**src/hw/rtl/rcpc_pkg.sv**
```systemverilog
// Shared types and constants for the RC pulse-width capture block.
// No dependencies; used by rcpc_channel and rc_pwm_pulse_capture.
package rcpc_pkg;

  // Number of implemented capture channels (0..2); forward is 0, steer is 1
  localparam int CHANNELS = 2;
  // Channels that the pin routing can address
  localparam int ROUTED   = 2;
  localparam int CH_FWD   = 0;
  localparam int CH_STR   = 1;

  localparam int PIN_W    = 5;
  localparam int WIDTH_W  = 16;
  localparam int STAMP_W  = 64;
  localparam int CFG_IDX_W  = 2;
  localparam int CFG_DATA_W = 16;

  // Configuration register indexes
  typedef enum logic [CFG_IDX_W-1:0] {
    REG_FORWARD_PIN = 2'd0,
    REG_STEER_PIN   = 2'd1,
    REG_MIN_WIDTH   = 2'd2,
    REG_MAX_WIDTH   = 2'd3
  } cfg_reg_e;

  localparam logic [PIN_W-1:0]   FORWARD_PIN_RST = 5'd0;
  localparam logic [PIN_W-1:0]   STEER_PIN_RST   = 5'd1;
  localparam logic [WIDTH_W-1:0] MIN_WIDTH_RST   = 16'd800;
  localparam logic [WIDTH_W-1:0] MAX_WIDTH_RST   = 16'd2200;

  // Edge event as seen by one channel
  typedef struct packed {
    logic                 hit;
    logic                 rise;
    logic                 fall;
    logic [STAMP_W-1:0]   now;
  } chan_evt_t;

  // Channel snapshot after an event
  typedef struct packed {
    logic [WIDTH_W-1:0]   width;
    logic [STAMP_W-1:0]   stamp;
    logic                 seen;
    logic                 acc;
  } chan_stat_t;

endpackage

```
**src/hw/rtl/rcpc_channel.sv**
```systemverilog
// One pulse capture channel: rise time, level, last accepted width and stamp.
// Depends on rcpc_pkg for the event and snapshot structs.
module rcpc_channel (
  input  logic                          clk,
  input  logic                          rst_n,
  input  logic                          en,
  input  rcpc_pkg::chan_evt_t           evt,
  input  logic [rcpc_pkg::WIDTH_W-1:0]  min_width,
  input  logic [rcpc_pkg::WIDTH_W-1:0]  max_width,
  output rcpc_pkg::chan_stat_t          stat_nxt
);

  logic [rcpc_pkg::STAMP_W-1:0] rise_stamp_r, rise_stamp_nxt;
  logic                         level_high_r, level_high_nxt;
  logic [rcpc_pkg::WIDTH_W-1:0] width_r;
  logic [rcpc_pkg::STAMP_W-1:0] stamp_r;
  logic                         seen_r;
  logic [rcpc_pkg::STAMP_W-1:0] delta;
  logic                         level_after_rise;
  logic                         do_fall;
  logic                         in_range;
  logic                         acc;

  // Apply the rise first, then the fall against the updated state
  always_comb begin
    rise_stamp_nxt   = evt.rise ? evt.now : rise_stamp_r;
    level_after_rise = evt.rise | level_high_r;
    do_fall          = evt.fall & level_after_rise;
    level_high_nxt   = level_after_rise & ~evt.fall;
    delta            = evt.now - rise_stamp_nxt;
    // Upper bits must be clear for the width to fit the 16-bit bounds
    in_range = (delta[rcpc_pkg::STAMP_W-1:rcpc_pkg::WIDTH_W] == '0) &&
               (delta[rcpc_pkg::WIDTH_W-1:0] >= min_width) &&
               (delta[rcpc_pkg::WIDTH_W-1:0] <= max_width);
    acc = evt.hit & do_fall & in_range;
  end

  // Snapshot as it stands after this event
  always_comb begin
    stat_nxt.width = acc ? delta[rcpc_pkg::WIDTH_W-1:0] : width_r;
    stat_nxt.stamp = acc ? evt.now : stamp_r;
    stat_nxt.seen  = acc | seen_r;
    stat_nxt.acc   = acc;
  end

  // Hold the rise time until the next rise routed here; it has no reset
  always_ff @(posedge clk) begin
    if (en && evt.hit) begin
      rise_stamp_r <= rise_stamp_nxt;
    end
  end

  // Advance channel state on each request routed here
  always_ff @(posedge clk) begin
    if (!rst_n) begin
      level_high_r <= 1'b0;
      width_r      <= '0;
      stamp_r      <= '0;
      seen_r       <= 1'b0;
    end else if (en && evt.hit) begin
      level_high_r <= level_high_nxt;
      width_r      <= stat_nxt.width;
      stamp_r      <= stat_nxt.stamp;
      seen_r       <= stat_nxt.seen;
    end
  end

endmodule

```
**src/hw/rtl/rc_pwm_pulse_capture.sv**
```systemverilog
// Top level of the two-channel RC servo pulse-width capture block.
// Depends on rcpc_pkg and rcpc_channel.
//
// Each request is one pin edge event; it is routed to the forward channel if
// its pin matches forward_pin, else to the steer channel if it matches
// steer_pin, else it changes nothing. Every request yields one result with
// the snapshot of both channels after the event and an accepted flag. The
// block sustains one request per clock while results are taken: a request is
// held in the input register, where a 64-bit subtract and two 16-bit compares
// update the channel state and load the result register, which raises
// out_valid. While a result waits, the input register still takes one more
// request; in_ready then stays low until the result is taken.
// Configuration writes are taken at any time (cfg_ready is always high) but
// must only be issued while the block is idle.
module rc_pwm_pulse_capture (
  input  logic                              clk,
  input  logic                              rst_n,
  // edge event requests
  input  logic                              in_valid,
  output logic                              in_ready,
  input  logic [rcpc_pkg::PIN_W-1:0]        in_pin,
  input  logic                              in_rise_edge,
  input  logic                              in_fall_edge,
  input  logic [rcpc_pkg::STAMP_W-1:0]      in_now_us,
  // snapshot results
  output logic                              out_valid,
  input  logic                              out_ready,
  output logic [rcpc_pkg::WIDTH_W-1:0]      out_fwd_width_us,
  output logic [rcpc_pkg::STAMP_W-1:0]      out_fwd_stamp_us,
  output logic                              out_fwd_valid,
  output logic [rcpc_pkg::WIDTH_W-1:0]      out_str_width_us,
  output logic [rcpc_pkg::STAMP_W-1:0]      out_str_stamp_us,
  output logic                              out_str_valid,
  output logic                              out_accepted,
  // configuration writes
  input  logic                              cfg_valid,
  output logic                              cfg_ready,
  input  logic [rcpc_pkg::CFG_IDX_W-1:0]    cfg_index,
  input  logic [rcpc_pkg::CFG_DATA_W-1:0]   cfg_data
);

  logic [rcpc_pkg::PIN_W-1:0]   forward_pin_r;
  logic [rcpc_pkg::PIN_W-1:0]   steer_pin_r;
  logic [rcpc_pkg::WIDTH_W-1:0] min_width_r;
  logic [rcpc_pkg::WIDTH_W-1:0] max_width_r;

  logic                         in_valid_r;
  logic [rcpc_pkg::PIN_W-1:0]   pin_r;
  logic                         rise_r;
  logic                         fall_r;
  logic [rcpc_pkg::STAMP_W-1:0] now_r;

  logic                         out_valid_r;
  logic [rcpc_pkg::WIDTH_W-1:0] fwd_width_r, str_width_r;
  logic [rcpc_pkg::STAMP_W-1:0] fwd_stamp_r, str_stamp_r;
  logic                         fwd_seen_r, str_seen_r;
  logic                         accepted_r;

  logic                         advance;
  logic                         fire;
  logic [rcpc_pkg::ROUTED-1:0]  hit;
  rcpc_pkg::chan_stat_t         stat [rcpc_pkg::ROUTED];

  assign cfg_ready = 1'b1;

  // Write configuration registers
  always_ff @(posedge clk) begin
    if (!rst_n) begin
      forward_pin_r <= rcpc_pkg::FORWARD_PIN_RST;
      steer_pin_r   <= rcpc_pkg::STEER_PIN_RST;
      min_width_r   <= rcpc_pkg::MIN_WIDTH_RST;
      max_width_r   <= rcpc_pkg::MAX_WIDTH_RST;
    end else if (cfg_valid) begin
      unique case (rcpc_pkg::cfg_reg_e'(cfg_index))
        rcpc_pkg::REG_FORWARD_PIN: forward_pin_r <= cfg_data[rcpc_pkg::PIN_W-1:0];
        rcpc_pkg::REG_STEER_PIN:   steer_pin_r   <= cfg_data[rcpc_pkg::PIN_W-1:0];
        rcpc_pkg::REG_MIN_WIDTH:   min_width_r   <= cfg_data;
        rcpc_pkg::REG_MAX_WIDTH:   max_width_r   <= cfg_data;
        default: ;
      endcase
    end
  end

  // Stage moves when the result register is free or being drained
  assign advance  = !out_valid_r || out_ready;
  assign fire     = in_valid_r && advance;
  assign in_ready = !in_valid_r || advance;

  // Input register
  always_ff @(posedge clk) begin
    if (!rst_n) begin
      in_valid_r <= 1'b0;
    end else if (in_ready) begin
      in_valid_r <= in_valid;
    end
  end

  always_ff @(posedge clk) begin
    if (in_ready && in_valid) begin
      pin_r  <= in_pin;
      rise_r <= in_rise_edge;
      fall_r <= in_fall_edge;
      now_r  <= in_now_us;
    end
  end

  // Route the pin: forward wins when both pins match
  assign hit[rcpc_pkg::CH_FWD] = (pin_r == forward_pin_r);
  assign hit[rcpc_pkg::CH_STR] = (pin_r != forward_pin_r) && (pin_r == steer_pin_r);

  // Instantiate implemented channels; absent ones read as zero
  for (genvar ch = 0; ch < rcpc_pkg::ROUTED; ch++) begin : g_chan
    if (ch < rcpc_pkg::CHANNELS) begin : g_on
      rcpc_pkg::chan_evt_t evt;
      always_comb begin
        evt.hit  = hit[ch];
        evt.rise = rise_r;
        evt.fall = fall_r;
        evt.now  = now_r;
      end
      rcpc_channel u_chan (
        .clk       (clk),
        .rst_n     (rst_n),
        .en        (fire),
        .evt       (evt),
        .min_width (min_width_r),
        .max_width (max_width_r),
        .stat_nxt  (stat[ch])
      );
    end else begin : g_off
      assign stat[ch] = '0;
    end
  end

  // Result register
  always_ff @(posedge clk) begin
    if (!rst_n) begin
      out_valid_r <= 1'b0;
    end else if (advance) begin
      out_valid_r <= in_valid_r;
    end
  end

  always_ff @(posedge clk) begin
    if (fire) begin
      fwd_width_r <= stat[rcpc_pkg::CH_FWD].width;
      fwd_stamp_r <= stat[rcpc_pkg::CH_FWD].stamp;
      fwd_seen_r  <= stat[rcpc_pkg::CH_FWD].seen;
      str_width_r <= stat[rcpc_pkg::CH_STR].width;
      str_stamp_r <= stat[rcpc_pkg::CH_STR].stamp;
      str_seen_r  <= stat[rcpc_pkg::CH_STR].seen;
      accepted_r  <= stat[rcpc_pkg::CH_FWD].acc | stat[rcpc_pkg::CH_STR].acc;
    end
  end

  assign out_valid        = out_valid_r;
  assign out_fwd_width_us = fwd_width_r;
  assign out_fwd_stamp_us = fwd_stamp_r;
  assign out_fwd_valid    = fwd_seen_r;
  assign out_str_width_us = str_width_r;
  assign out_str_stamp_us = str_stamp_r;
  assign out_str_valid    = str_seen_r;
  assign out_accepted     = accepted_r;

endmodule

```
**config.mk**
```make
export PLATFORM = sky130hd
export DESIGN_NAME = rc_pwm_pulse_capture
export DESIGN_NICKNAME = d
export VERILOG_FILES = /design/src/hw/rtl/rcpc_pkg.sv /design/src/hw/rtl/rcpc_channel.sv /design/src/hw/rtl/rc_pwm_pulse_capture.sv
export SDC_FILE = /design/constraint.sdc
export NUM_CORES = 1
export LEC_CHECK = 0
export BUFFER_PORTS_ARGS = -buffer_cell sky130_fd_sc_hd__buf_2
export CORE_MARGIN = 2
export CORE_UTILIZATION = 24
export DETAILED_ROUTE_END_ITERATION = 10
export MAX_ROUTING_LAYER = met4
export PLACE_DENSITY = 0.42
export SETUP_SLACK_MARGIN = 0.1
export SLEW_MARGIN = 20
export SYNTH_ARGS = -nofsm -noshare
export SYNTH_HDL_FRONTEND = slang
export SYNTH_HIERARCHICAL = 1
export SYNTH_SLANG_ARGS = --single-unit
```
**constraint.sdc**
```tcl
create_clock -name clk -period 12.73 [get_ports clk]
set_input_delay 1.9095 -clock clk [delete_from_list [all_inputs] [get_ports clk]]
set_output_delay 1.9095 -clock clk [all_outputs]
set_load 0.05 [all_outputs]
```
==> impl_metrics.csv, run 1 <==
group,metric,value,unit
pwr,seqPwrFrac,0.383,
yosys,synth.distinct_cells,109,
place,dpl.hpwl,96.08,mm
drt,vias,27699,
drt,drtIter0Drc,1763,
global_routing,grt_remaining_overflow,0,
timing,finalSetupViolations,0,
yosys,synth_mux_area_frac,0.1556,
timing,tns,0,ps
yosys,yosysWarnings,6,
global_routing,grt_util_all_layers,0.1693,
pwr,cellInternalPower,3.659,mW
clock_network,cts_tree,"done",
yosys,synth_compound_area_frac,0.1310,
global_routing,grt_pass1_vias,27459,
pwr,combPwrFrac,0.209,
clock_network,clockBufferDepth,3,
timing,fin_crit_sh,0.6941,
clock_network,cts_setup_buffers,0,
worst_setup_path,max_stage_delay,850,ps
yosys,synthArstFlopShare,0,
finish,layout.nets,4062,
min_path,hold_class,"flip-flop to flip-flop",
pwr,leakagePower,15.56,nW
clock_network,htree_levels,3,
finish,drive_above_1_share,0.1704,
timing,rsz0062_at_grt,"false",
finish,layout-area-overhead-vs-synth,15.49,%
pwr,switchingPower,1.756,mW
floorplan,rows,141,
yosys,netlist_top_cells_count,"577 x nand2_1, 362 x edfxtp_1, 309 x mux2i_1",
global_routing,grt_pass1_wl,186.4,mm
floorplan,chipWidth,390.1,um
clock_network,post_cts_resized,0,
timing,drv_slew,0,
yosys,synth_cells,3565,
yosys,synthSimpleGateAreaFrac,0.1508,
clock_network,cts_root_buf,"clkbuf_16",
floorplan,die_y,390.1,um
yosys,synth_top_family_by_area,"multiplexers",
yosys,synth-adder-area-share,0.06898,
yosys,synth_top_cell_by_area,"edfxtp_1",
run,drv_cap,0,
worst_setup_path,required,13150,ps
yosys,synth_top_area_frac,0.3039,
yosys,yosysMostFrequentCell,"nand2_1",
drt,drt_first_pass_iters,8,
yosys,syn_avg_cell_area,10.03,um^2
timing,hold_viol_final,0,
clock_network,cts.sinks,570,
worst_setup_path,crit_path_start_kind,"flip-flop",
floorplan,start_util,0.2419,
worst_setup_path,crit_arrival,9260,ps
timing,timing.fmax,113.2,MHz
yosys,synth_area,35770,um^2
worst_setup_path,cp_max_fo,96,
clock_network,cts.clk_slew.worst_paths,60,ps
clock_network,numCtsBuffers,78,
clock_network,clk_latency,690,ps
yosys,ys_seq_area_frac,0.4203,
floorplan,core_area,147800,um^2
pwr,powerDensity,131.1,nW/um^2
clock_network,cts-hold-fix-buffers,0,
place,place.gp.congestion,0.9384,
status,status,"completed",
timing,slew_headroom,0.1491,
yosys,synth_nets,3855,
worst_setup_path,crit_type,"flip-flop to flip-flop",
finish,fill_cells,15659,
global_routing,grt_max_degree,108,
drt,drt-total-wl,128.4,mm
yosys,synth_seq_cells,570,
place,dpl_cell_area,38710,um^2
timing,tightest_slew,1260,ps
drt,drcViolationCount,0,
pwr,peakVddDrop,84.86,uV
global_routing,antenna_found_initial,8,
timing,period_minus_slack,8836,ps
yosys,yosys-top-cells-area,"edfxtp_1 30%, dfxtp_1 12%, mux2i_1 8.6%",
yosys,synthXorXnorAreaFrac,0.01787,
pwr,clkPwrFrac,0.408,
drt,drt-wirelength-per-cell,22.24,um
place,io_buffers,258,
worst_setup_path,cp_cell_sequence,"buf_12 -> buf_4 -> mux2_2 -> ha_1 -> fa_1 -> nand2b_1 -> a21oi_2 -> nor2_1 -> o21ai_0 -> a31oi_1 -> xnor2_1 -> ha_1 -> nand4_1 -> o21bai_1 -> o21ba_2 -> a2111oi_0 -> or3b_1 -> a2111o_1 -> or4_1 -> nor4_2 -> and4_4 -> buf_4 -> mux2_4",
yosys,synthFlopType,"edfxtp_1",
worst_setup_path,worstSetupEndpointType,"flip-flop",
drt,antenna_left,0,
floorplan,num_io_pins,260,
floorplan,dieArea,152100,um^2
finish,postLayoutCellArea,41310,um^2
timing,fin_skew,39.41,ps
yosys,synth_edf_count,362,
drt,via_per_inst,4.797,
pwr,swShare,0.3242,
worst_setup_path,crit_slowest_cell,"and4_4",
worst paths after layout:
path	end	startpoint	slack (ps)	depth (start not counted)
setup / recovery	out_str_stamp_us[36]	rise_r	3890	23
setup reg to reg	out_str_stamp_us[36]	rise_r	3890	23
hold reg to reg	g_chan[0].g_on.u_chan/stamp_r[8]	g_chan[0].g_on.u_chan/stamp_r[8]	450	2
hold / removal	g_chan[0].g_on.u_chan/stamp_r[8]	g_chan[0].g_on.u_chan/stamp_r[8]	450	2
registers in the layout, indices dropped and copies added (netlist names):
| name | count |
|---|---|
| out_fwd_valid | 1 |
| g_chan.g_on.u_chan/level_high_r | 2 |
| g_chan.g_on.u_chan/width_r | 32 |
| out_fwd_width_us | 16 |
| forward_pin_r | 5 |
| out_accepted | 1 |
| max_width_r | 16 |
| fall_r | 1 |
| out_fwd_stamp_us | 64 |
| now_r | 64 |
| out_str_width_us | 16 |
| g_chan.g_on.u_chan/rise_stamp_r | 128 |
| g_chan.g_on.u_chan/stamp_r | 128 |
| steer_pin_r | 5 |
| pin_r | 5 |
| out_str_valid | 1 |
| in_valid_r | 1 |
| out_valid | 1 |
| rise_r | 1 |
| min_width_r | 16 |
| g_chan.g_on.u_chan/seen_r | 2 |
| out_str_stamp_us | 64 |
placed cells by master (no fill, tap or decap), types with 20 or more instances in the layout:
| cell | synthesis | final |
|---|---|---|
| ha_1 | 194 | 194 |
| nor3_1 | 58 | 58 |
| nor4_1 | 40 | 40 |
| a211oi_1 | 34 | 34 |
| mux2i_1 | 309 | 309 |
| nor2_1 | 157 | 157 |
| nand2b_1 | 20 | 20 |
| o21a_1 | 47 | 47 |
| edfxtp_1 | 362 | 362 |
| nand2_1 | 577 | 577 |
| o211ai_1 | 27 | 27 |
| clkbuf_16 | 0 | 81 |
| buf_4 | 18 | 32 |
| nand3_1 | 60 | 60 |
| a21oi_1 | 197 | 197 |
| xnor2_1 | 41 | 41 |
| mux2_4 | 155 | 155 |
| o21ai_0 | 118 | 118 |
| dfxtp_1 | 208 | 208 |
| a21o_1 | 36 | 36 |
| xor2_1 | 32 | 32 |
| nand4_1 | 77 | 77 |
| buf_2 | 32 | 257 |
| inv_1 | 237 | 236 |
final cells by class:
type / instances / area [um^2] / share of cell area
sequential: 570 / 15030 / 0.3639
tap: 1930 / 2415 / 0.05846
antenna: 6 / 15.01 / 0.0003635
inverter: 237 / 889.6 / 0.02154
multi-input combinational: 2592 / 18780 / 0.4547
clock inverter: 37 / 356.6 / 0.008632
timing repair buffer: 293 / 1593 / 0.03856
clock buffer: 109 / 2222 / 0.05379
worst max-delay path: cells and delay by family, from the launching register on:
family                     cells  cell delay (ps)
AOI/OAI and AO/OA              7             1440
xor gates and xnor gates       1              390
adders and majority gates      3              840
buffers and inverters          3             1800
DFF                            1              370
muxes                          2              780
and+or+nand+nor                7             2650
routing by layer:
metal,vias to the layer above,global-route usage,part of all wire
li1,13481,-,-
met1,13412,0.2245,0.48
met2,624,0.2580,0.44
met3,182,0.02890,0.043
met4,0,0.06199,0.037
met5,-,-,0
power by group through the flow:
stage | Combinational (mW) | Clock, mW | Sequential, mW
after floorplan | 0.663 | 0 | 2.18
after global placement | 1.13 | 0 | 2.12
after detailed placement | 1.12 | 0 | 2.12
after CTS | 1.13 | 2.30 | 2.08
after global routing | 1.23 | 2.36 | 2.08
final | 1.13 | 2.21 | 2.08
per-stage QoR:
stage,power (mW),utilization,hold WS [ps],std cells,setup WS (ps)
3_3_place_gp,3.244,0.2619,439.3,5622,3900
3_5_place_dp,3.241,0.2619,446.0,5622,3854
6_report,5.415,0.2794,454.5,5774,3894
4_1_cts,5.509,0.2793,457.2,5768,3803
2_1_floorplan,2.845,-,430.6,3565,403.0
5_1_grt,5.675,0.2794,471.9,5774,3312
cell families after synthesis:
family                   after synthesis
adder cells (fa/ha/maj)              196
flip-flops                           570
multiplexers                         477
AND/OR/NAND/NOR                     1140
other                                  1
AO/OA/AOI/OAI                        705
buffers and inverters                403
XOR/XNOR                              73
Power figures use the tool's default switching activity.
==> run 2, diff against run 1 <==
Settings changed: ABC_AREA set to 1.
Clock period 12.73 ns to 8.01 ns, I/O delays scaled along.
==> run 2 against run 1 <==
Net effect: synthesized area is 5.3% higher; design area is 5.9% higher; non-clock buffer count is 13 higher; core utilization is 0.10 points higher; worst hold slack better by 4.8 ps; global-route usage is 2.1 points higher; sequential cell count stayed put; final cell count is 36% higher; critical path type unchanged; critical endpoint is now g_chan[0].g_on.u_chan/stamp_r[2]; largest cell class unchanged.
==> impl_metrics.csv, run 2 <==
group,metric,value,unit
timing,slew_headroom,0.3262,
yosys,synth.distinct_cells,50,
floorplan,start_util,0.2414,
drt,antenna_left,0,
timing,hold_viol_final,0,
clock_network,cts.clk_slew.worst_paths,60,ps
yosys,synth_top_area_frac,0.2886,
worst_setup_path,cp_max_fo,68,
finish,drive_above_1_share,0.08341,
floorplan,rows,145,
drt,drt-total-wl,150.2,mm
clock_network,htree_levels,3,
yosys,synthArstFlopShare,0,
clock_network,numCtsBuffers,75,
clock_network,cts_root_buf,"clkbuf_16",
pwr,powerDensity,199.6,nW/um^2
status,status,"completed",
timing,fin_hold_ws,459.3,ps
global_routing,use_met2,0.2933,
drt,drt_first_pass_iters,5,
clock_network,cts_tree,"done",
global_routing,grt-busiest-layer,"met2",
yosys,synth_area,37660,um^2
timing,fin_crit_sh,0.8268,
floorplan,chipWidth,400.1,um
drt,via_per_inst,4.418,
worst_setup_path,required,8560,ps
min_path,hold_class,"flip-flop to flip-flop",
clock_network,cts_setup_buffers,0,
place,place_ws,1226,ps
timing,drv_slew,0,
worst_setup_path,crit_type,"flip-flop to flip-flop",
clock_network,post_cts_resized,0,
finish,layout.nets,6006,
yosys,synth_edf_count,362,
finish,top_regs,"g_chan.g_on.u_chan/rise_stamp_r (128), g_chan.g_on.u_chan/stamp_r (128)",
clock_network,cts.sinks,570,
yosys,synth_seq_cells,570,
timing,fin_skew,49.44,ps
yosys,syn_avg_cell_area,6.865,um^2
clock_network,clockBufferDepth,3,
timing,layout_setup_ws,1387,ps
timing,rsz0062_at_grt,"false",
worst_setup_path,crit_path_start_kind,"flip-flop",
global_routing,grt_remaining_overflow,0,
timing,period_minus_slack,6623,ps
yosys,synth_top_cell_by_area,"edfxtp_1",
global_routing,antenna_found_initial,7,
timing,finalSetupViolations,0,
place,io_buffers,258,
yosys,yosysWarnings,6,
run,drv_cap,0,
global_routing,grt_max_degree,124,
drt,drtIter0Drc,2740,
pwr,leakagePower,21.46,nW
global_routing,grt_util_all_layers,0.1906,
pwr,peakVddDrop,155.2,uV
floorplan,core_area,156000,um^2
floorplan,dieArea,160100,um^2
yosys,synthFlopType,"edfxtp_1",
floorplan,die_y,400.1,um
yosys,yosys-top-cells-area,"edfxtp_1 29%, nand2_1 17%, dfxtp_1 11%",
finish,layout-area-overhead-vs-synth,16.17,%
place,dpl.hpwl,118.1,mm
place,place.gp.congestion,0.9613,
yosys,synth_cells,5486,
finish,fill_cells,17367,
timing,tightest_slew,1011,ps
global_routing,met1_usage,0.2594,
worst_setup_path,crit_arrival,7180,ps
global_routing,grtUsageMet3,0.02519,
yosys,ys_seq_area_frac,0.3992,
timing,timing.fmax,151.0,MHz
yosys,netlist_top_cells_count,"1729 x nand2_1, 1100 x inv_1, 589 x nor2_1",
drt,drt-wirelength-per-cell,19.16,um
global_routing,grt_pass1_wl,217.8,mm
timing,tns,0,ps
floorplan,num_io_pins,260,
finish,layout_commonest_cell,"nand2_1",
yosys,synth_nets,5776,
global_routing,grt_pass1_vias,33343,
clock_network,cts-hold-fix-buffers,0,
drt,drcViolationCount,0,
worst_setup_path,worstSetupEndpointType,"flip-flop",
drt,vias,34635,
clock_network,clk_latency,720,ps
yosys,yosysMostFrequentCell,"nand2_1",
finish,final_cell_mix,"1729 x nand2_1, 1099 x inv_1, 589 x nor2_1",
run 2: cell count changes in the layout (fill, tap and decap cells not counted), sizes merged, moves of 132 or more:
| cell | change |
|---|---|
| inv | +882 |
| mux2 | -168 |
| mux2i | -309 |
| nand2 | +1153 |
| nand3 | +132 |
| nor2 | +460 |
| o21ai | +145 |
run 2: cell type report:
class	count	area, um^2	area share
Multi-Input combinational cell	3637	17590	0.4020
Antenna cell	2	5.005	0.0001144
Clock inverter	37	546.8	0.01250
Tap cell	2058	2575	0.05885
Inverter	1126	4237	0.09683
Clock buffer	103	2052	0.04690
Timing Repair Buffer	306	1714	0.03918
Sequential cell	570	15030	0.3436
run 2: critical path, stage by stage (launching register included):
cell	delay (ps)
edfxtp_1	1010
buf_4	420
inv_1	110
nand2_1	70
o21ai_0	110
ha_1	240
fa_1	410
inv_1	70
nand3_1	90
nor2_1	180
nor2_1	130
o21ai_2	330
xor2_1	620
ha_1	370
nand2_1	60
o21ai_0	80
nor2_1	120
nand2_1	60
a21oi_1	370
nor2_1	90
nand3_1	120
nor2_4	90
nand3_4	200
buf_4	800
nand2_1	120
nand2_1	100
nor2_1	40
run 2: cell families after synthesis:
family,share of synthesized area
and+or+nand+nor,0.3106
other,0.00009957
buffers and inverters,0.1349
adders and majority gates,0.06551
DFF,0.3992
xor gates and xnor gates,0.01209
AOI/OAI and AO/OA,0.07761
run 2: report_power, final:
| part | internal (mW) | switching (mW) | total [mW] |
|---|---|---|---|
| Sequential | 3.19 | 0.0879 | 3.28 |
| Combinational | 0.526 | 1.36 | 1.89 |
| Clock | 2.09 | 1.47 | 3.56 |
run 2: path summary, 6_finish.rpt:
check / start / endpoint / slack (ps) / cells after the start
setup / recovery: rise_r / g_chan[0].g_on.u_chan/stamp_r[2] / 1390 / 26
hold / removal: g_chan[1].g_on.u_chan/seen_r / g_chan[1].g_on.u_chan/seen_r / 460 / 2
setup reg to reg: rise_r / g_chan[0].g_on.u_chan/stamp_r[2] / 1390 / 26
hold reg to reg: g_chan[1].g_on.u_chan/seen_r / g_chan[1].g_on.u_chan/seen_r / 460 / 2
run 2: stage by stage:
step                      std cells    util  total power, mW  instance area, um^2
after floorplan                5486       -            4.524                37670
after global placement         7697  0.2637            5.229                41150
after detailed placement       7697  0.2637            5.224                41150
after CTS                      7837  0.2804            8.864                43750
after global routing           7837  0.2804            9.192                43750
final                          7839  0.2804            8.732                43750
run 2: layer usage:
metal | up-vias | wire, um
met1 | 15987 | 71400
met5 | - | 0
met3 | 188 | 8107
met4 | 0 | 4055
li1 | 17647 | -
met2 | 813 | 66670
==> run 3, diff against run 2 <==
Settings changed: ABC_AREA 1 to 0, PLACE_DENSITY 0.42 to 0.41.
Clock period 8.01 ns to 7 ns, I/O delays scaled along.
==> run 3 against run 2 <==
Net effect: critical path depth shrank 1; sequential cell count did not move; combinational power grew 11%; critical path type unchanged.
==> impl_metrics.csv, run 3 (synthesis gave the netlist of run 1 again) <==
group,metric,value,unit
worst_setup_path,crit_arrival,7150,ps
timing,slew_headroom,0.3523,
status,status,"completed",
worst_setup_path,max_stage_delay,410,ps
global_routing,grt_max_degree,164,
timing,rsz0062_at_grt,"true",
clock_network,cts-hold-fix-buffers,0,
place,dpl.hpwl,99.27,mm
global_routing,grt_pass1_vias,28173,
worst_setup_path,crit_slowest_cell,"or4_1",
worst_setup_path,worstSetupEndpoint,"out_accepted",
finish,fill_cells,15552,
clock_network,htree_levels,3,
finish,final_util,0.2854,
timing,hold_viol_final,0,
drt,drt-wirelength-per-cell,21.98,um
timing,fin_crit_sh,0.9425,
worst_setup_path,crit_top_cell,"buf_4",
worst_setup_path,required,7550,ps
clock_network,cts_tree,"done",
worst_setup_path,rrSetupSlack,400,ps
worst_setup_path,crit_type,"flip-flop to flip-flop",
floorplan,die_y,390.1,um
timing,timing.fmax,151.6,MHz
floorplan,chipWidth,390.1,um
timing,tightest_slew,971.5,ps
global_routing,antenna_found_initial,2,
run,drv_cap,0,
drt,drcViolationCount,0,
pwr,leakagePower,16.08,nW
min_path,hold_class,"flip-flop to flip-flop",
timing,fin_skew,45.70,ps
clock_network,clk_latency,700,ps
finish,final_cell_mix,"577 x nand2_1, 362 x edfxtp_1, 309 x mux2i_1",
worst_setup_path,ff2ff_path_depth,25,
timing,drv_slew,0,
pwr,peakVddDrop,180.9,uV
worst_setup_path,crit_path_start_kind,"flip-flop",
drt,antenna_left,0,
clock_network,numCtsBuffers,76,
global_routing,grt_pass1_wl,188.7,mm
floorplan,core_area,147800,um^2
global_routing,grt_remaining_overflow,0,
worst_setup_path,cp-startpoint,"rise_r",
floorplan,start_util,0.2419,
finish,layout_commonest_cell,"nand2_1",
worst_setup_path,worstSetupEndpointType,"flip-flop",
clock_network,clockBufferDepth,3,
drt,drt-total-wl,128.9,mm
worst_setup_path,r2r-start,"rise_r",
place,io_buffers,258,
finish,top_regs,"g_chan.g_on.u_chan/rise_stamp_r (128), g_chan.g_on.u_chan/stamp_r (128)",
drt,drtIter0Drc,1810,
worst_setup_path,rr_endpoint,"out_accepted",
place,place.gp.congestion,0.9436,
place,dpl_cell_area,39630,um^2
clock_network,cts.clk_slew.worst_paths,60,ps
finish,layout.nets,4162,
clock_network,cts.sinks,570,
finish,layout-area-overhead-vs-synth,17.96,%
drt,via_per_inst,4.801,
clock_network,cts_root_buf,"clkbuf_16",
worst_setup_path,cp_max_fo,10,
drt,vias,28157,
finish,drive_above_1_share,0.1912,
floorplan,rows,141,
floorplan,num_io_pins,260,
floorplan,dieArea,152100,um^2
timing,finalSetupViolations,0,
pwr,powerDensity,232.4,nW/um^2
timing,period_minus_slack,6597,ps
global_routing,grt_util_all_layers,0.1700,
timing,tns,0,ps
finish,postLayoutCellArea,42190,um^2
drt,drt_first_pass_iters,6,
-- run 3: cell count changes in the layout (fill, tap and decap cells not counted), moves of 127 or more --
cell | previous run | this run
nor2_1 | 589 | 157
nand3_1 | 187 | 60
mux2_4 | 0 | 155
nand2_1 | 1729 | 577
inv_1 | 1099 | 236
nand4_1 | 207 | 77
mux2i_1 | 0 | 309
-- run 3: critical path, delay by kind of cell (launching register included) --
kind	cells	cell delay, ps
xor gates and xnor gates	1	190
buffers and inverters	4	840
AOI/OAI and AO/OA	8	1620
DFF	1	400
adders and majority gates	2	670
and+or+nand+nor	9	2400
muxes	1	290
-- run 3: metrics by stage --
| stage | setup slack (ps) | hold slack, ps | power (mW) | instances |
|---|---|---|---|---|
| after global routing | 18.69 | 467.4 | 10.27 | 5864 |
| after global placement | 353.1 | 439.8 | 5.954 | 5721 |
| after floorplan | 527.0 | 430.6 | 5.164 | 3565 |
| after detailed placement | 287.0 | 446.3 | 5.943 | 5721 |
| after CTS | 235.9 | 451.7 | 9.958 | 5861 |
| final | 402.8 | 453.0 | 9.806 | 5865 |
-- run 3: final cells by class --
cell class	count	area [um^2]	share of cell area
Antenna cell	1	2.502	0.00005931
Clock buffer	110	2141	0.05074
Clock inverter	30	355.3	0.008422
Inverter	237	889.6	0.02108
Multi-Input combinational cell	2592	18810	0.4457
Sequential cell	570	15030	0.3563
Tap cell	1930	2415	0.05723
Timing Repair Buffer	395	2550	0.06043
-- run 3: timing repair --
| item | CTS | global route |
|---|---|---|
| setup endpoints to repair | 0 | 133 |
| resized for setup | 0 | 9 |
| setup buffers | 0 | 3 |
-- run 3: power by group --
part           total [mW]  switching [mW]  internal, mW
registers            3.78           0.121          3.66
clock network        3.92            1.65          2.27
logic                2.10            1.41         0.690
-- run 3: worst min-delay path by stage --
stage | startpoint | endpoint | slack, ps | depth (start not counted)
2_1_floorplan | g_chan[0].g_on.u_chan/width_r[6] | g_chan[0].g_on.u_chan/width_r[6] | 430 | 2
3_3_place_gp | g_chan[0].g_on.u_chan/width_r[6] | g_chan[0].g_on.u_chan/width_r[6] | 440 | 2
3_5_place_dp | g_chan[0].g_on.u_chan/seen_r | g_chan[0].g_on.u_chan/seen_r | 450 | 1
4_1_cts | in_now_us[63] | now_r[63] | 450 | 1
5_1_grt | g_chan[0].g_on.u_chan/stamp_r[9] | g_chan[0].g_on.u_chan/stamp_r[9] | 470 | 2
6_report | g_chan[1].g_on.u_chan/stamp_r[55] | g_chan[1].g_on.u_chan/stamp_r[55] | 450 | 2
-- run 3: per-layer routing --
metal | global-route usage | vias to the layer above | wire (um)
met5 | - | - | 0
met4 | 0.05441 | 0 | 3601
met3 | 0.01952 | 155 | 4579
met2 | 0.2732 | 629 | 60130
met1 | 0.2227 | 13705 | 60580
li1 | - | 13668 | -
